$ cat src/bpc_pkg.sv
// ----------------------------------------------------------------------------
// Pressure compensation package
// Shared types, register indexes, reset values and arithmetic helpers for the
// pressure compensation pipeline.
// ----------------------------------------------------------------------------
package bpc_pkg;

    localparam int NUM_STAGES = 7;

    typedef enum logic [7:0] {
        REG_SENS_BASE        = 8'd0,
        REG_OFFSET_BASE      = 8'd1,
        REG_SENS_TEMP_GAIN   = 8'd2,
        REG_OFFSET_TEMP_GAIN = 8'd3,
        REG_REF_TEMP_COUNT   = 8'd4,
        REG_TEMP_SCALE       = 8'd5,
        REG_PRESSURE_BIAS    = 8'd6,
        REG_CURVE_PARAMS     = 8'd7
    } t_reg_idx;

    typedef struct packed {
        logic [15:0] sens_base;
        logic [15:0] offset_base;
        logic [15:0] sens_temp_gain;
        logic [15:0] offset_temp_gain;
        logic [15:0] ref_temp_count;
        logic [15:0] temp_scale;
        logic [15:0] pressure_bias;
        logic [7:0]  temp_shift;
        logic [7:0]  curve_shift;
        logic [7:0]  neg_gain;
        logic [7:0]  pos_gain;
    } t_cfg;

    localparam logic [15:0] RST_SENS_BASE        = 16'd29908;
    localparam logic [15:0] RST_OFFSET_BASE      = 16'd3724;
    localparam logic [15:0] RST_SENS_TEMP_GAIN   = 16'd312;
    localparam logic [15:0] RST_OFFSET_TEMP_GAIN = 16'd441;
    localparam logic [15:0] RST_REF_TEMP_COUNT   = 16'd9191;
    localparam logic [15:0] RST_TEMP_SCALE       = 16'd3990;
    localparam logic [15:0] RST_PRESSURE_BIAS    = 16'd2500;
    localparam logic [31:0] RST_CURVE_PARAMS     = 32'd151258113;

    localparam logic signed [31:0] OFFSET_GAIN_BIAS = 32'sd1024;
    localparam logic signed [16:0] PRESSURE_ZERO    = 17'sd7168;
    localparam logic signed [31:0] TEMP_BASE        = 32'sd250;
    localparam logic [7:0]         SHIFT_SQUARE     = 8'd14;
    localparam logic [7:0]         SHIFT_OFFSET     = 8'd14;
    localparam logic [7:0]         SHIFT_SENS       = 8'd10;
    localparam logic [7:0]         SHIFT_PRESSURE   = 8'd14;
    localparam logic [7:0]         SHIFT_SCALED     = 8'd5;
    localparam logic [7:0]         SHIFT_TEMP       = 8'd16;

    function automatic logic signed [31:0] asr32(input logic signed [31:0] x,
                                                 input logic [7:0] n);
        logic [4:0] sh;
        sh = (n > 8'd31) ? 5'd31 : n[4:0];
        return x >>> sh;
    endfunction

    function automatic logic signed [31:0] zext16(input logic [15:0] v);
        return signed'({16'd0, v});
    endfunction

endpackage

$ cat src/bpc_ctrl.sv
// ----------------------------------------------------------------------------
// Pipeline flow control
// Tracks a valid bit per stage and derives per-stage load enables so that
// bubbles are squeezed out and a stall at the output loses no word.
// ----------------------------------------------------------------------------
module bpc_ctrl (
    input  logic                            i_clk,
    input  logic                            i_rst_n,
    input  logic                            i_valid,
    input  logic                            i_ready,
    output logic                            o_ready,
    output logic                            o_valid,
    output logic [bpc_pkg::NUM_STAGES-1:0]  o_en
);
    import bpc_pkg::*;

    logic [NUM_STAGES-1:0] r_vld;
    logic [NUM_STAGES-1:0] n_vld;
    logic [NUM_STAGES-1:0] en;

    always_comb begin
        en[NUM_STAGES-1] = !r_vld[NUM_STAGES-1] || i_ready;
        for (int k = NUM_STAGES - 2; k >= 0; k--) begin
            en[k] = !r_vld[k] || en[k+1];
        end
    end

    always_comb begin
        n_vld = r_vld;
        if (en[0]) begin
            n_vld[0] = i_valid;
        end
        for (int k = 1; k < NUM_STAGES; k++) begin
            if (en[k]) begin
                n_vld[k] = r_vld[k-1];
            end
        end
    end

    always_ff @(posedge i_clk) begin
        if (!i_rst_n) begin
            r_vld <= '0;
        end else begin
            r_vld <= n_vld;
        end
    end

    assign o_ready = en[0];
    assign o_valid = r_vld[NUM_STAGES-1];
    assign o_en    = en;

endmodule

$ cat config.mk
export PLATFORM = sky130hd
export DESIGN_NAME = bpc_ctrl
export DESIGN_NICKNAME = d
export VERILOG_FILES = /design/src/bpc_pkg.sv /design/src/bpc_ctrl.sv
export SDC_FILE = /design/constraint.sdc
export NUM_CORES = 1
export LEC_CHECK = 0
export BUFFER_PORTS_ARGS = -buffer_cell sky130_fd_sc_hd__buf_4
export CORE_AREA = 3 3 40 42
export CTS_BUF_LIST = sky130_fd_sc_hd__clkbuf_4
export DETAILED_ROUTE_END_ITERATION = 8
export DIE_AREA = 0 0 43 45
export GPL_TIMING_DRIVEN = 1
export PLACE_DENSITY = 0.55
export SETUP_SLACK_MARGIN = 0.4
export SLEW_MARGIN = 20
export SYNTH_ARGS = -nofsm -noshare
export SYNTH_HDL_FRONTEND = slang
export SYNTH_SLANG_ARGS = --single-unit
$ cat constraint.sdc
create_clock -name i_clk -period 1.4 [get_ports i_clk]
set_input_delay 0.07 -clock i_clk [delete_from_list [all_inputs] [get_ports i_clk]]
set_output_delay 0.07 -clock i_clk [all_outputs]
set_load 0.02 [all_outputs]
==> metrics.md <==
| Metric | Value |
|---|---|
| Layout cells sized above 1 | `70.9%` |
| Clock Skew | `4.96 ps` |
| Yosys cell types | `14` |
| Avg Inst Size Synth | `9.27 um^2` |
| Utilization after layout | `42.4%` |
| Power Dens Cells | `786 nW/um^2` |
| Clk Tree Root Cell | `clkbuf_4` |
| Worst EP arrival | `1150 ps` |
| Setup violators final | `0` |
| Die Wd | `43 um` |
| Routed WL | `646 um` |
| GRT Util Overall | `9.28%` |
| Multi-input logic area | `161 um^2` |
| Hold Startpoint | `i_valid` |
| LEAKAGE | `0.258 nW` |
| Final nets | `60` |
| Clock transition at path regs | `50 ps` |
| Post-route cell area | `544 um^2` |
| Area of placed instances | `414 um^2` |
| Minimum clock period | `1220 ps` |
| Total CTS buffers | `3` |
| Clk buf depth | `2` |
| Worst Hold Class | `primary input to flop` |
| Largest area contributor in the netlist | `dfxtp_1` |
| Critical Path End Type | `output pin` |
| Vias in the first global route | `286` |
| Worst-path fanout max | `5` |
| Rows | `13` |
| Max reg flops | `7` |
| DIE HEIGHT | `45 um` |
| Worst Setup Slack, final | `176 ps` |
| # DRC | `0` |
| Area delta synth->final | `83.5%` |
| Detailed Routing Iterations Pass 1 | `1` |
| Rel. slew slack | `87.6%` |
| Required time of the critical path | `1330 ps` |
| Fillers | `123` |
| Via/cell ratio | `4.07` |
| Seq/Total Area, Yosys | `47.3%` |
| Die area | `1940 um^2` |
| FF/Latch Area | `150 um^2` |
| Max-cap violation count | `0` |
| Worst Setup SP | `r_vld[4]$_SDFFE_PN0P_` |
| Final non-filler cell total | `70` |
| Final worst-path cycle share | `87.5%` |
| Peak VDD IR | `0.482 mV` |
| Synth top area share | `47.3%` |
| Worst setup path class | `flop to output pin` |
| Worst reg2reg path startpoint | `r_vld[4]$_SDFFE_PN0P_` |
| First-pass GRT wire length | `1190 um` |
| TritonCTS Sinks | `7` |
| Starting Density | `23.1%` |
| Slew Viols, Final | `0` |
| Antenna violations before repair | `0` |
| RSZ-0062 raised after global routing | `true` |
| Status | `completed` |
| Post-synthesis cell count | `32` |
| CORE AREA | `1280 um^2` |
| GPL Wtd Cong | `0.619` |
| GRT overflow | `0` |
| H-Tree Depth | `1` |
| Post-synthesis cell area | `297 um^2` |
| Worst Max-Slew Pin Slew | `185 ps` |
| Yosys warns | `0` |
| # diodes | `0` |
| CTS tree | `done` |
| Synth Register Bits | `7` |
| Largest registers | `r_vld x7` |
| Via Count | `285` |
| Final hold viol count | `0` |
| Synth area leaders | `dfxtp_1, nand4b_4, nand2_1, o21a_1, inv_1` |
| Crit start category | `flop` |
| Max Freq | `817 MHz` |
| Largest Register | `r_vld` |
| Largest net degree at the start of global routing | `9` |
| Post-Place Cells | `58` |
| Setup TNS | `0 ps` |
| Post-DP HPWL | `424 um` |
| Syn nets | `36` |
| WL/cell | `9.23 um` |
| Post-place setup slack | `361 ps` |
| Worst skew pair latency | `250 ps` |
| Ports | `13` |
| I/O Buffers | `12` |
| 1st-iter DRT viols | `0` |
| Final ANT Viol Nets | `0` |
-- worst paths after layout --
path                           end  cells past startpoint  slack, ps
max                        o_en[3]                      3        180
min          r_vld[0]$_SDFFE_PN0P_                      2         30
max reg2reg  r_vld[1]$_SDFFE_PN0P_                      4        280
min reg2reg  r_vld[3]$_SDFFE_PN0P_                      2        460
-- through the flow --
step | hold WS, ps | power (mW)
after global placement | 280 | 0.228
after detailed placement | 283 | 0.227
after floorplan | 183 | 0.217
after CTS | 12.6 | 0.442
after global routing | 29.3 | 0.465
final | 27.5 | 0.428
-- metal layers --
layer / global-route usage (%) / share of wire [%] / up-vias
met5: 0 / 0 / -
met3: 7.57 / 13 / 2
li1: - / - / 150
met2: 10.8 / 45 / 14
met4: 7.23 / 0.31 / 0
met1: 10.7 / 41 / 119
-- cells in the mapped netlist (all sizes together) --
library cell,number
inv,5
nor2b,2
nor3,1
o31ai,1
nand2,6
buf,1
nor2,1
dfxtp,7
a21oi,1
a21boi,2
o21a,3
or2,1
nand4b,1
-- layout by cell type (no fill, tap or decap), drive strengths merged, types with 2 or more instances in the layout --
cell type | Yosys | final
a21boi | 2 | 2
inv | 5 | 5
buf | 1 | 20
nand2 | 6 | 6
dfxtp | 7 | 7
o21a | 3 | 3
nor2b | 2 | 2
clkbuf | 0 | 4
-- kinds of logic after synthesis --
group	synth area share (%)
compound gates	18.1
simple gates	25.7
flops	47.3
buf+inv	8.86
-- power breakdown --
part	switching (mW)	internal [mW]	total (mW)	leakage, nW
logic	0.00817	0.0124	0.0206	0.180
clock network	0.0751	0.128	0.203	0.0184
registers	0.00307	0.201	0.204	0.0595
total	0.0863	0.341	0.428	0.258
-- final cells by class --
| type | count | share of cell area, % |
|---|---|---|
| well taps | 15 | 3.45 |
| repair buffers | 20 | 30.3 |
| inverters | 5 | 3.45 |
| flip-flops and latches | 7 | 27.6 |
| multi-input cells | 19 | 29.7 |
| clock buffers | 4 | 5.52 |
-- worst max-delay path, cell delays in order, from the launching register on --
cell and delay, ps:
dfxtp_2 350, nand4b_4 160, or2_4 270, buf_6 130
-- timing repair --
item,in CTS,in global routing
pin swaps,3,1
endpoints found under the setup margin,8,14
hold buffers,0,0
buffers inserted,7,1
resized for setup,10,5
Power figures use the tool's default switching activity.
