[src/bpc_pkg.sv]
// ----------------------------------------------------------------------------
// Pressure compensation package
// Shared types, register indexes, reset values and arithmetic helpers for the
// pressure compensation pipeline.
// ----------------------------------------------------------------------------
package bpc_pkg;

    localparam int NUM_STAGES = 7;

    typedef enum logic [7:0] {
        REG_SENS_BASE        = 8'd0,
        REG_OFFSET_BASE      = 8'd1,
        REG_SENS_TEMP_GAIN   = 8'd2,
        REG_OFFSET_TEMP_GAIN = 8'd3,
        REG_REF_TEMP_COUNT   = 8'd4,
        REG_TEMP_SCALE       = 8'd5,
        REG_PRESSURE_BIAS    = 8'd6,
        REG_CURVE_PARAMS     = 8'd7
    } t_reg_idx;

    typedef struct packed {
        logic [15:0] sens_base;
        logic [15:0] offset_base;
        logic [15:0] sens_temp_gain;
        logic [15:0] offset_temp_gain;
        logic [15:0] ref_temp_count;
        logic [15:0] temp_scale;
        logic [15:0] pressure_bias;
        logic [7:0]  temp_shift;
        logic [7:0]  curve_shift;
        logic [7:0]  neg_gain;
        logic [7:0]  pos_gain;
    } t_cfg;

    localparam logic [15:0] RST_SENS_BASE        = 16'd29908;
    localparam logic [15:0] RST_OFFSET_BASE      = 16'd3724;
    localparam logic [15:0] RST_SENS_TEMP_GAIN   = 16'd312;
    localparam logic [15:0] RST_OFFSET_TEMP_GAIN = 16'd441;
    localparam logic [15:0] RST_REF_TEMP_COUNT   = 16'd9191;
    localparam logic [15:0] RST_TEMP_SCALE       = 16'd3990;
    localparam logic [15:0] RST_PRESSURE_BIAS    = 16'd2500;
    localparam logic [31:0] RST_CURVE_PARAMS     = 32'd151258113;

    localparam logic signed [31:0] OFFSET_GAIN_BIAS = 32'sd1024;
    localparam logic signed [16:0] PRESSURE_ZERO    = 17'sd7168;
    localparam logic signed [31:0] TEMP_BASE        = 32'sd250;
    localparam logic [7:0]         SHIFT_SQUARE     = 8'd14;
    localparam logic [7:0]         SHIFT_OFFSET     = 8'd14;
    localparam logic [7:0]         SHIFT_SENS       = 8'd10;
    localparam logic [7:0]         SHIFT_PRESSURE   = 8'd14;
    localparam logic [7:0]         SHIFT_SCALED     = 8'd5;
    localparam logic [7:0]         SHIFT_TEMP       = 8'd16;

    function automatic logic signed [31:0] asr32(input logic signed [31:0] x,
                                                 input logic [7:0] n);
        logic [4:0] sh;
        sh = (n > 8'd31) ? 5'd31 : n[4:0];
        return x >>> sh;
    endfunction

    function automatic logic signed [31:0] zext16(input logic [15:0] v);
        return signed'({16'd0, v});
    endfunction

endpackage

[src/bpc_regs.sv]
// ----------------------------------------------------------------------------
// Calibration register file
// Holds the calibration coefficients and packed curve bytes, written through
// the configuration channel one word at a time.
// ----------------------------------------------------------------------------
module bpc_regs (
    input  logic          i_clk,
    input  logic          i_rst_n,
    input  logic          i_cfg_valid,
    input  logic [7:0]    i_cfg_index,
    input  logic [31:0]   i_cfg_data,
    output logic          o_cfg_ready,
    output bpc_pkg::t_cfg o_cfg
);
    import bpc_pkg::*;

    t_cfg r_cfg;
    t_cfg n_cfg;

    assign o_cfg_ready = 1'b1;
    assign o_cfg       = r_cfg;

    always_comb begin
        n_cfg = r_cfg;
        if (i_cfg_valid) begin
            unique case (t_reg_idx'(i_cfg_index))
                REG_SENS_BASE:        n_cfg.sens_base        = i_cfg_data[15:0];
                REG_OFFSET_BASE:      n_cfg.offset_base      = i_cfg_data[15:0];
                REG_SENS_TEMP_GAIN:   n_cfg.sens_temp_gain   = i_cfg_data[15:0];
                REG_OFFSET_TEMP_GAIN: n_cfg.offset_temp_gain = i_cfg_data[15:0];
                REG_REF_TEMP_COUNT:   n_cfg.ref_temp_count   = i_cfg_data[15:0];
                REG_TEMP_SCALE:       n_cfg.temp_scale       = i_cfg_data[15:0];
                REG_PRESSURE_BIAS:    n_cfg.pressure_bias    = i_cfg_data[15:0];
                REG_CURVE_PARAMS: begin
                    n_cfg.pos_gain    = i_cfg_data[7:0];
                    n_cfg.neg_gain    = i_cfg_data[15:8];
                    n_cfg.curve_shift = i_cfg_data[23:16];
                    n_cfg.temp_shift  = i_cfg_data[31:24];
                end
                default: n_cfg = r_cfg;
            endcase
        end
    end

    always_ff @(posedge i_clk) begin
        if (!i_rst_n) begin
            r_cfg.sens_base        <= RST_SENS_BASE;
            r_cfg.offset_base      <= RST_OFFSET_BASE;
            r_cfg.sens_temp_gain   <= RST_SENS_TEMP_GAIN;
            r_cfg.offset_temp_gain <= RST_OFFSET_TEMP_GAIN;
            r_cfg.ref_temp_count   <= RST_REF_TEMP_COUNT;
            r_cfg.temp_scale       <= RST_TEMP_SCALE;
            r_cfg.pressure_bias    <= RST_PRESSURE_BIAS;
            r_cfg.pos_gain         <= RST_CURVE_PARAMS[7:0];
            r_cfg.neg_gain         <= RST_CURVE_PARAMS[15:8];
            r_cfg.curve_shift      <= RST_CURVE_PARAMS[23:16];
            r_cfg.temp_shift       <= RST_CURVE_PARAMS[31:24];
        end else begin
            r_cfg <= n_cfg;
        end
    end

endmodule

[config.mk]
export PLATFORM = sky130hd
export DESIGN_NAME = bpc_regs
export DESIGN_NICKNAME = d
export VERILOG_FILES = /design/src/bpc_pkg.sv /design/src/bpc_regs.sv
export SDC_FILE = /design/constraint.sdc
export NUM_CORES = 1
export LEC_CHECK = 0
export BUFFER_PORTS_ARGS = -buffer_cell sky130_fd_sc_hd__buf_2
export CAP_MARGIN = 20
export CORE_MARGIN = 4
export CORE_UTILIZATION = 45
export DETAILED_ROUTE_END_ITERATION = 10
export PLACE_DENSITY_LB_ADDON = 0.2
export SKIP_LAST_GASP = 1
export SYNTH_ARGS = -nofsm -noshare
export SYNTH_HDL_FRONTEND = slang
export SYNTH_SLANG_ARGS = --single-unit
[constraint.sdc]
create_clock -name i_clk -period 1.9 [get_ports i_clk]
set_input_delay 0.475 -clock i_clk [delete_from_list [all_inputs] [get_ports i_clk]]
set_output_delay 0.475 -clock i_clk [all_outputs]
set_load 0.02 [all_outputs]
==> flow_metrics.tcl, run 1 <==
set metrics [dict create \
    status "finished clean" \
    max_clock_freq_ghz 0.6225 \
    cp_slowest_stage_delay_ps 540 \
    synthMuxAreaShare_pct 25.20 \
    clockBufferDepth 2 \
    globalplace.congestion 0.7705 \
    synth_area_per_cell_um2 10.26 \
    power_density_nw_per_um2 924.2 \
    grt_overflow 0 \
    ys_seq_elements 144 \
    core_area_um2 12010 \
    grt_pass1_vias 4667 \
    yosys.area_share.simple_pct 18.01 \
    finalMaxSlewViolations 0 \
    cts-buffers-inserted 17 \
    cts_resized 0 \
    crit_path_end_kind "flip-flop" \
    p_comb_share_pct 3.7 \
    synth_top_area_share_pct 52.21 \
    drc 0 \
    period_share_pct 84.55 \
    synthXorXnorAreaFrac_pct 0 \
    io_pins 188 \
    ys.warnings.count 0 \
    syn_nets 581 \
    required_ps 2230 \
    synth_top_family_by_area "multiplexers" \
    fin_setup_tns_ps 0 \
    wire_per_inst_um 16.86 \
    critPathTopFamily "simple AND/OR/NAND/NOR gates" \
    finish.net_count 776 \
    via_count 4435 \
    die_w_um 118.8 \
    synth_compound_area_share_pct 1.088 \
    drtPass1Iterations 5 \
    cpMaxStageDelayCell "or4_1" \
    p_switching_mw 1.383 \
    design_area_um2 7396 \
    ys_top_cells_by_count "dfxtp_1 (144), mux2i_1 (139), nand2_1 (123)" \
    p_int_mw 5.452 \
    start_kind "primary input" \
    finalHoldViolCount 0 \
    antenna_found_initial 0 \
    seq_power_share_pct 44.3 \
    path_class "in2reg" \
    grt-busiest-layer "met2" \
    critPathBufInv 3 \
    largest_register_ffs 144 \
    clkSlewWorstSetupHoldPaths_ps 60 \
    clock_latency_ps 400 \
    syn2layout_area_growth_pct 33.95 \
    cap_violations 0 \
    grt_util_met1_pct 25.21 \
    track_usage_pct 21.31 \
    r2r-start "o_cfg[138]$_SDFFE_PN1P_" \
    route.antenna.remaining_nets 0 \
    hp-start "i_cfg_data[26]" \
    hpwl_um 10820 \
    diodes 0 \
    cts_root_buf "clkbuf_16" \
    h-tree-depth 4 \
    syn_inst 538 \
    layout-drive-gt1-share_pct 33.29 \
    postCtsSetupRepairBufs 0 \
    placed_cell_area_um2 6758 \
    drtIter0Drc 249 \
    yosys.area.top_type "dfxtp_1" \
    grt_use_met2_pct 36.91 \
    ctsHoldBuffers 0 \
    p_clk_share_pct 52.0 \
    synth.distinct_cells 26 \
    vias_per_cell 4.972 \
    synthAdderAreaFrac_pct 0 \
    rrSetupSlack_ps 1240 \
    grt_pass1_wl_um 24010 \
    sw_frac_of_total_pct 20.23 \
    vdd_drop_max_mv 0.4969 \
    use_met3_pct 6.603 \
    cp.arrival_ps 1930 \
    rows 40 \
    fin_skew_ps 0 \
    rsz0062_at_grt "no" \
    finalSetupViolations 0 \
    cp_max_fo 13 \
    start_util_pct 45.97 \
    ys_seq_area_share_pct 52.21 \
    min-delay-path-class "in2reg" \
    syn_area_um2 5522 \
    cp_cell_sequence "buf_2 -> or4_1 -> buf_4 -> nor3_2 -> buf_12 -> mux2i_1" \
    cts_tree "yes" \
    die_area_um2 14110 \
    async_reset_ff_share_pct 0 \
    p_total_mw 6.835 \
    synth_edf_count 0 \
    r2r_cells 2 \
    regToRegEndpoint "o_cfg[138]$_SDFFE_PN1P_" \
    wl_um 15040 \
    period_needed_ps 1607 \
    grt_max_degree 55 \
    synth-main-ff-cell "dfxtp_1" \
    hold_depth 3 \
    hold_end "o_cfg[26]$_SDFFE_PN0P_" \
    p_leak_nw 3.770 \
    synth_most_common_cell "dfxtp_1" \
    cts_sinks 144 \
    io_buffers 186 \
    die_height_um 118.8 \
    ys_top_cells_by_area "dfxtp_1 (52%), mux2i_1 (25%), nand2_1 (8.4%), nor2b_1 (6.9%), clkbuf_1 (1.6%)" \
]
-- cell type report --
type	instances	area [um^2]
multi-input cells	353	2456
clock inverters	9	153.9
well taps	147	183.9
flip-flops and latches	144	2883
fillers	1041	4616
inverters	5	18.77
clock buffers	22	484.2
repair buffers	212	1216
-- tightest hold or removal path, stage by stage --
cell and delay, ps:
buf_2 100, nand2_1 40, mux2i_1 50
-- routing by layer --
metal | wire (um) | up-vias
li1 | - | 2175
met1 | 6404 | 2122
met2 | 7626 | 127
met3 | 869 | 11
met4 | 139 | 0
met5 | 0 | -
-- worst max-delay path by stage --
| stage | depth (start not counted) | end | slack, ps | startpoint |
|---|---|---|---|---|
| after CTS | 6 | o_cfg[22]$_SDFFE_PN0P_ | 300 | i_cfg_index[5] |
| after detailed placement | 6 | o_cfg[22]$_SDFFE_PN0P_ | -110 | i_cfg_index[5] |
| after floorplan | 6 | o_cfg[10]$_SDFFE_PN1P_ | -70 | i_cfg_index[5] |
| final | 6 | o_cfg[22]$_SDFFE_PN0P_ | 290 | i_cfg_index[5] |
| after global placement | 6 | o_cfg[19]$_SDFFE_PN0P_ | -60 | i_cfg_index[5] |
| after global routing | 6 | o_cfg[16]$_SDFFE_PN0P_ | 240 | i_cfg_index[5] |
-- metrics by stage --
step / setup slack (ps) / std cells / utilization, % / hold slack, ps
CTS: 304.3 / 892 / 61.57 / 295.3
global placement: -55.51 / 861 / 56.26 / 440.8
detailed placement: -114.9 / 861 / 56.26 / 443.0
floorplan: -73.19 / 538 / - / 533.2
global route: 238.4 / 892 / 61.57 / 314.8
finish: 293.5 / 892 / 61.57 / 311.2
-- power groups by stage --
stage	sequential (mW)	clock, mW	combinational, mW
final	3.03	3.55	0.256
after global routing	3.02	3.75	0.280
after CTS	3.03	3.61	0.256
after detailed placement	3.09	0	0.255
after global placement	3.09	0	0.250
after floorplan	3.10	0	0.133
-- cells in the final DEF, fill, tap and decap left out, types with 2 or more instances in the layout --
| master | instances |
|---|---|
| inv_1 | 5 |
| nand3_1 | 4 |
| clkbuf_8 | 4 |
| nand2_1 | 123 |
| nand4_1 | 3 |
| buf_2 | 185 |
| o211ai_1 | 5 |
| bufinv_16 | 4 |
| dfxtp_1 | 144 |
| clkinv_2 | 2 |
| buf_4 | 20 |
| o31ai_1 | 3 |
| nand3_2 | 2 |
| nor2b_1 | 61 |
| and3_1 | 4 |
| mux2i_1 | 139 |
| clkinvlp_4 | 2 |
| clkbuf_16 | 17 |
| buf_12 | 7 |
-- logic make-up after synthesis --
logic type / count (synthesis)
AO/OA/AOI/OAI: 8
other: 1
multiplexers: 139
AND/OR/NAND/NOR: 205
buffers and inverters: 41
flip-flops: 144
Power figures use the tool's default switching activity.
==> inputs of run 2 (changes only) <==
ABC_AREA = 1   (was not set)
CORE_UTILIZATION = 50   (was 45)
clock period = 1.6 ns   (was 1.9 ns; I/O delays follow)
==> flow_metrics.tcl, run 2 <==
set metrics [dict create \
    die_area_um2 13300 \
    cts_sinks 144 \
    drc 0 \
    ctsHoldBuffers 0 \
    finalHoldViolCount 0 \
    critPathTopFamily "flip-flops" \
    start_util_pct 52.20 \
    required_ps 1200 \
    postCtsSetupRepairBufs 0 \
    regToRegEndpoint "o_cfg[41]$_SDFFE_PN0P_" \
    cp_cell_sequence "buf_2" \
    synth-main-ff-cell "dfxtp_1" \
    ys_top_cells_by_count "nand3_1 (185), nand2_1 (168), dfxtp_1 (144)" \
    period_needed_ps 1370 \
    vias_per_cell 5.229 \
    io_buffers 186 \
    design_area_um2 7631 \
    placed_cell_area_um2 6983 \
    dp.cells 1092 \
    syn_inst 795 \
    grt_max_degree 67 \
    rows 38 \
    synthMuxAreaShare_pct 0 \
    wire_per_inst_um 15.21 \
    syn2layout_area_growth_pct 32.53 \
    via_count 5867 \
    power_density_nw_per_um2 1106 \
    cp.arrival_ps 970 \
    sw_frac_of_total_pct 22.34 \
    antenna_found_initial 0 \
    cts_resized 0 \
    synth.distinct_cells 15 \
    nFillCells 963 \
    layout_common_cells "nand3_1 (185), buf_2 (185), nand2_1 (168), dfxtp_1 (144), nor2_1 (115)" \
    seq_power_share_pct 42.6 \
    path_class "reg2out" \
    wl_um 17070 \
    synth_edf_count 0 \
    globalplace.congestion 0.8089 \
    clkSlewWorstSetupHoldPaths_ps 60 \
    route.antenna.remaining_nets 0 \
    synthXorXnorAreaFrac_pct 0 \
    die_w_um 115.3 \
    synth_top_area_share_pct 50.07 \
    p_clk_share_pct 51.7 \
    grt_pass1_wl_um 26760 \
    hold_end "o_cfg[18]$_SDFFE_PN1P_" \
    layout-drive-gt1-share_pct 26.48 \
    grt_pass1_vias 5190 \
    clockBufferDepth 2 \
    diodes 0 \
    critPathBufInv 1 \
    hp-start "i_cfg_data[18]" \
    synth_most_common_cell "nand3_1" \
    clock_latency_ps 410 \
    fin_ws_ps 229.9 \
    crit_path_end_kind "output pin" \
    p_leak_nw 3.706 \
    async_reset_ff_share_pct 0 \
    syn_area_um2 5758 \
    synth_compound_area_share_pct 6.519 \
    die_height_um 115.3 \
    synth_area_per_cell_um2 7.243 \
    cts-buffers-inserted 17 \
    p_int_mw 6.552 \
    cts_root_buf "clkbuf_16" \
    r2r-start "o_cfg[41]$_SDFFE_PN0P_" \
    synthAdderAreaFrac_pct 0 \
    status "finished clean" \
    max_clock_freq_ghz 0.7299 \
    ys_seq_area_share_pct 50.07 \
    hpwl_um 11610 \
    io_pins 188 \
    largest_register_ffs 144 \
    dp_slack_ps -0.3855 \
    yosys.area_share.simple_pct 35.61 \
    r2r_cells 2 \
    core_area_um2 11030 \
    ys.warnings.count 0 \
    yosys.area.top_type "dfxtp_1" \
    rsz0062_at_grt "no" \
    grt_overflow 0 \
    syn_nets 838 \
    finalMaxSlewViolations 0 \
    period_share_pct 85.63 \
    p_switching_mw 1.884 \
    track_usage_pct 25.53 \
    ys_top_cells_by_area "dfxtp_1 (50%), nand3_1 (16%), nand2_1 (11%), nor2_1 (7.6%), a21oi_1 (6.5%)" \
    crit_path_start "o_cfg[43]$_SDFFE_PN1P_" \
    vdd_drop_max_mv 0.6419 \
    cp_slowest_stage_delay_ps 380 \
    finalSetupViolations 0 \
    synth_top_family_by_area "simple AND/OR/NAND/NOR gates" \
    ys_seq_elements 144 \
    drtPass1Iterations 5 \
    rrSetupSlack_ps 940 \
    drtIter0Drc 610 \
    cpMaxStageDelayCell "dfxtp_1" \
    cap_violations 0 \
    p_comb_share_pct 5.7 \
    fin_skew_ps 0 \
    start_kind "flip-flop" \
    finish.net_count 1014 \
    h-tree-depth 4 \
    cp_max_fo 2 \
    final_cells 1122 \
    hold_depth 3 \
    cts_tree "yes" \
    min-delay-path-class "in2reg" \
]
[run 2: cell count changes in the layout (fill, tap and decap cells not counted), sizes merged, moves of 5 or more]
cell,delta
nor2b,-61
nor2,+122
buf,+7
mux2i,-139
nand3,+179
a21oi,+75
inv,+31
o211ai,-5
nand2,+47
[run 2: tightest hold or removal path: stages]
cell     delay (ps)
buf_2            80
nand3_1          60
nand3_1          70
[run 2: worst max-delay path by stage]
stage                                    to  slack (ps)  cells after the start
finish                            o_cfg[43]         230                      1
detailed placement    o_cfg[6]$_SDFFE_PN0P_        -0.4                      8
floorplan            o_cfg[81]$_SDFFE_PN0P_         280                      8
global placement    o_cfg[134]$_SDFFE_PN1P_          30                      8
CTS                               o_cfg[40]         240                      1
global route                      o_cfg[37]         210                      1
[run 2: power groups by stage]
stage | combinational (mW) | sequential, mW | clock [mW]
final | 0.477 | 3.60 | 4.36
after CTS | 0.474 | 3.60 | 4.39
after floorplan | 0.241 | 3.69 | 0
after detailed placement | 0.470 | 3.68 | 0
after global routing | 0.522 | 3.60 | 4.56
after global placement | 0.471 | 3.68 | 0
[run 2: final cells by class]
| cell class | count | area (um^2) | area share (%) |
|---|---|---|---|
| timing repair buffer | 219 | 1344 | 17.61 |
| clock inverter | 12 | 209.0 | 2.738 |
| sequential | 144 | 2883 | 37.78 |
| tap | 140 | 175.2 | 2.295 |
| clock buffer | 18 | 439.2 | 5.755 |
| multi-input combinational | 554 | 2450 | 32.10 |
| inverter | 35 | 131.4 | 1.722 |
[run 2: kinds of logic after synthesis]
logic type,count (synthesis)
other cells,1
simple gates,478
compound gates,75
flops,144
buf+inv,97
[run 2: per-layer routing]
layer / vias up / share of wire [%] / global-route usage, %
met5: - / 0 / 0
met4: 0 / 2.1 / 8.372
met3: 31 / 9.4 / 7.158
met2: 279 / 45 / 38.85
met1: 2622 / 44 / 35.09
li1: 2935 / - / -
[run 2: stage by stage]
stage	power, mW	util, %	setup TNS, ps	hold slack, ps
3_5_place_dp	4.147	63.31	-0.5547	441.8
3_3_place_gp	4.148	63.31	0	435.0
5_1_grt	8.679	69.18	0	240.2
2_1_floorplan	3.927	-	0	526.2
6_report	8.437	69.18	0	239.9
4_1_cts	8.457	69.18	0	228.1
==> inputs of run 3 (changes only) <==
BUFFER_PORTS_ARGS = not set   (was -buffer_cell sky130_fd_sc_hd__buf_2)
CELL_PAD_IN_SITES_DETAIL_PLACEMENT = 2   (was not set)
CELL_PAD_IN_SITES_GLOBAL_PLACEMENT = 2   (was not set)
CORE_UTILIZATION = 34   (was 50)
CTS_BUF_LIST = sky130_fd_sc_hd__clkbuf_16   (was not set)
DONT_BUFFER_PORTS = 1   (was not set)
==> flow_metrics.tcl, run 3 (synthesized netlist as in run 2, its figures left out) <==
set metrics [dict create \
    syn2layout_area_growth_pct 17.23 \
    cp.arrival_ps 920 \
    power_density_nw_per_um2 1228 \
    postCtsSetupRepairBufs 0 \
    via_count 5430 \
    p_clk_share_pct 52.7 \
    cts_tree "yes" \
    cts_resized 0 \
    diodes 0 \
    grt-busiest-layer "met2" \
    status "finished clean" \
    clock_latency_ps 410 \
    p_total_mw 8.289 \
    drtIter0Drc 171 \
    h-tree-depth 4 \
    grt_overflow 0 \
    layout_commonest_cell "nand3_1" \
    io_pins 188 \
    wl_um 21460 \
    die_w_um 138.1 \
    vias_per_cell 5.318 \
    p_leak_nw 2.908 \
    period_needed_ps 1320 \
    vdd_drop_max_mv 0.7339 \
    dp.cells 989 \
    drtPass1Iterations 4 \
    cts_sinks 144 \
    grt_max_degree 145 \
    hold_depth 2 \
    cp_max_fo 2 \
    required_ps 1200 \
    fin_skew_ps 0 \
    whs_ps 103.0 \
    r2r_cells 2 \
    route.antenna.remaining_nets 0 \
    start_util_pct 34.72 \
    wire_per_inst_um 21.02 \
    globalplace.congestion 0.7510 \
    grt_use_met2_pct 40.57 \
    final_cells 1021 \
    cts-buffers-inserted 17 \
    finish.net_count 831 \
    p_int_mw 6.444 \
    period_share_pct 82.48 \
    finalMaxSlewViolations 0 \
    hold_end "o_cfg[33]$_SDFFE_PN0P_" \
    rrSetupSlack_ps 800 \
    track_usage_pct 22.31 \
    p_switching_mw 1.845 \
    ctsHoldBuffers 0 \
    die_height_um 138.1 \
    use_met3_pct 7.424 \
    path_class "reg2out" \
    rows 47 \
    core_area_um2 16580 \
    clkSlewWorstSetupHoldPaths_ps 60 \
    clockBufferDepth 2 \
    min-delay-path-class "in2reg" \
    regToRegEndpoint "o_cfg[46]$_SDFFE_PN0P_" \
    layout-drive-gt1-share_pct 9.613 \
    grt_pass1_wl_um 33820 \
    sw_frac_of_total_pct 22.26 \
    io_buffers 0 \
    start_kind "flip-flop" \
    hp-start "i_rst_n" \
    max_clock_freq_ghz 0.7578 \
    finalSetupViolations 0 \
    hpwl_um 15120 \
    grt_util_met1_pct 25.21 \
    largest_register_ffs 144 \
    seq_power_share_pct 43.6 \
    cts_root_buf "clkbuf_16" \
    antenna_found_initial 0 \
    die_area_um2 19080 \
    grt_pass1_vias 5838 \
    layout_common_cells "nand3_1 (185), nand2_1 (168), dfxtp_1 (144), nor2_1 (115), a21oi_1 (75)" \
    crit_path_end_kind "output pin" \
    final_util_pct 40.70 \
    drc 0 \
    rsz0062_at_grt "no" \
    p_comb_share_pct 3.8 \
    finalHoldViolCount 0 \
    cap_violations 0 \
    r2r-start "o_cfg[46]$_SDFFE_PN0P_" \
]
==> run 3: changes by cell type in the layout (fill, tap and decap cells not counted), sizes merged <==
cell | previous run | this run
clkinvlp | 2 | 1
clkinv | 3 | 6
clkbuf | 18 | 17
inv | 37 | 38
buf | 219 | 36
==> run 3: final cells by class <==
class	count	area [um^2]
sequential	144	2883
timing repair buffer	36	370.4
fill	1937	9833
clock buffer	17	425.4
inverter	35	131.4
tap	220	275.3
clock inverter	15	215.2
multi-input combinational	554	2450
==> run 3: how the worst max path moves through the flow <==
stage                                        from                     end  slack, ps  depth (start not counted)
after floorplan                    i_cfg_index[5]  o_cfg[81]$_SDFFE_PN0P_        280                          8
after global placement             i_cfg_index[5]  o_cfg[20]$_SDFFE_PN0P_        110                          8
after detailed placement           i_cfg_index[4]  o_cfg[50]$_SDFFE_PN1P_        -30                          7
after CTS                   o_cfg[7]$_SDFFE_PN0P_                o_cfg[7]        260                          0
after global routing       o_cfg[33]$_SDFFE_PN0P_               o_cfg[33]        230                          0
final                     o_cfg[109]$_SDFFE_PN0P_              o_cfg[109]        280                          0
==> run 3: through the flow <==
stage          setup WS [ps]  setup TNS [ps]  area [um^2]
2_1_floorplan          275.8               0         5758
5_1_grt                232.0               0         6750
3_5_place_dp          -29.44          -63.83         6110
6_report               280.3               0         6750
4_1_cts                256.2               0         6750
3_3_place_gp           110.0               0         6110
==> run 3: metal layers <==
metal / vias up / wire length (um)
li1: 2568 / -
met1: 2701 / 8599
met2: 143 / 11150
met3: 18 / 1494
met4: 0 / 218
met5: - / 0
==> run 3: power groups by stage <==
stage / combinational [mW] / sequential, mW / clock [mW]
2_1_floorplan: 0.241 / 3.69 / 0
3_3_place_gp: 0.297 / 3.69 / 0
3_5_place_dp: 0.311 / 3.69 / 0
4_1_cts: 0.317 / 3.61 / 4.44
5_1_grt: 0.350 / 3.61 / 4.65
6_report: 0.312 / 3.61 / 4.37
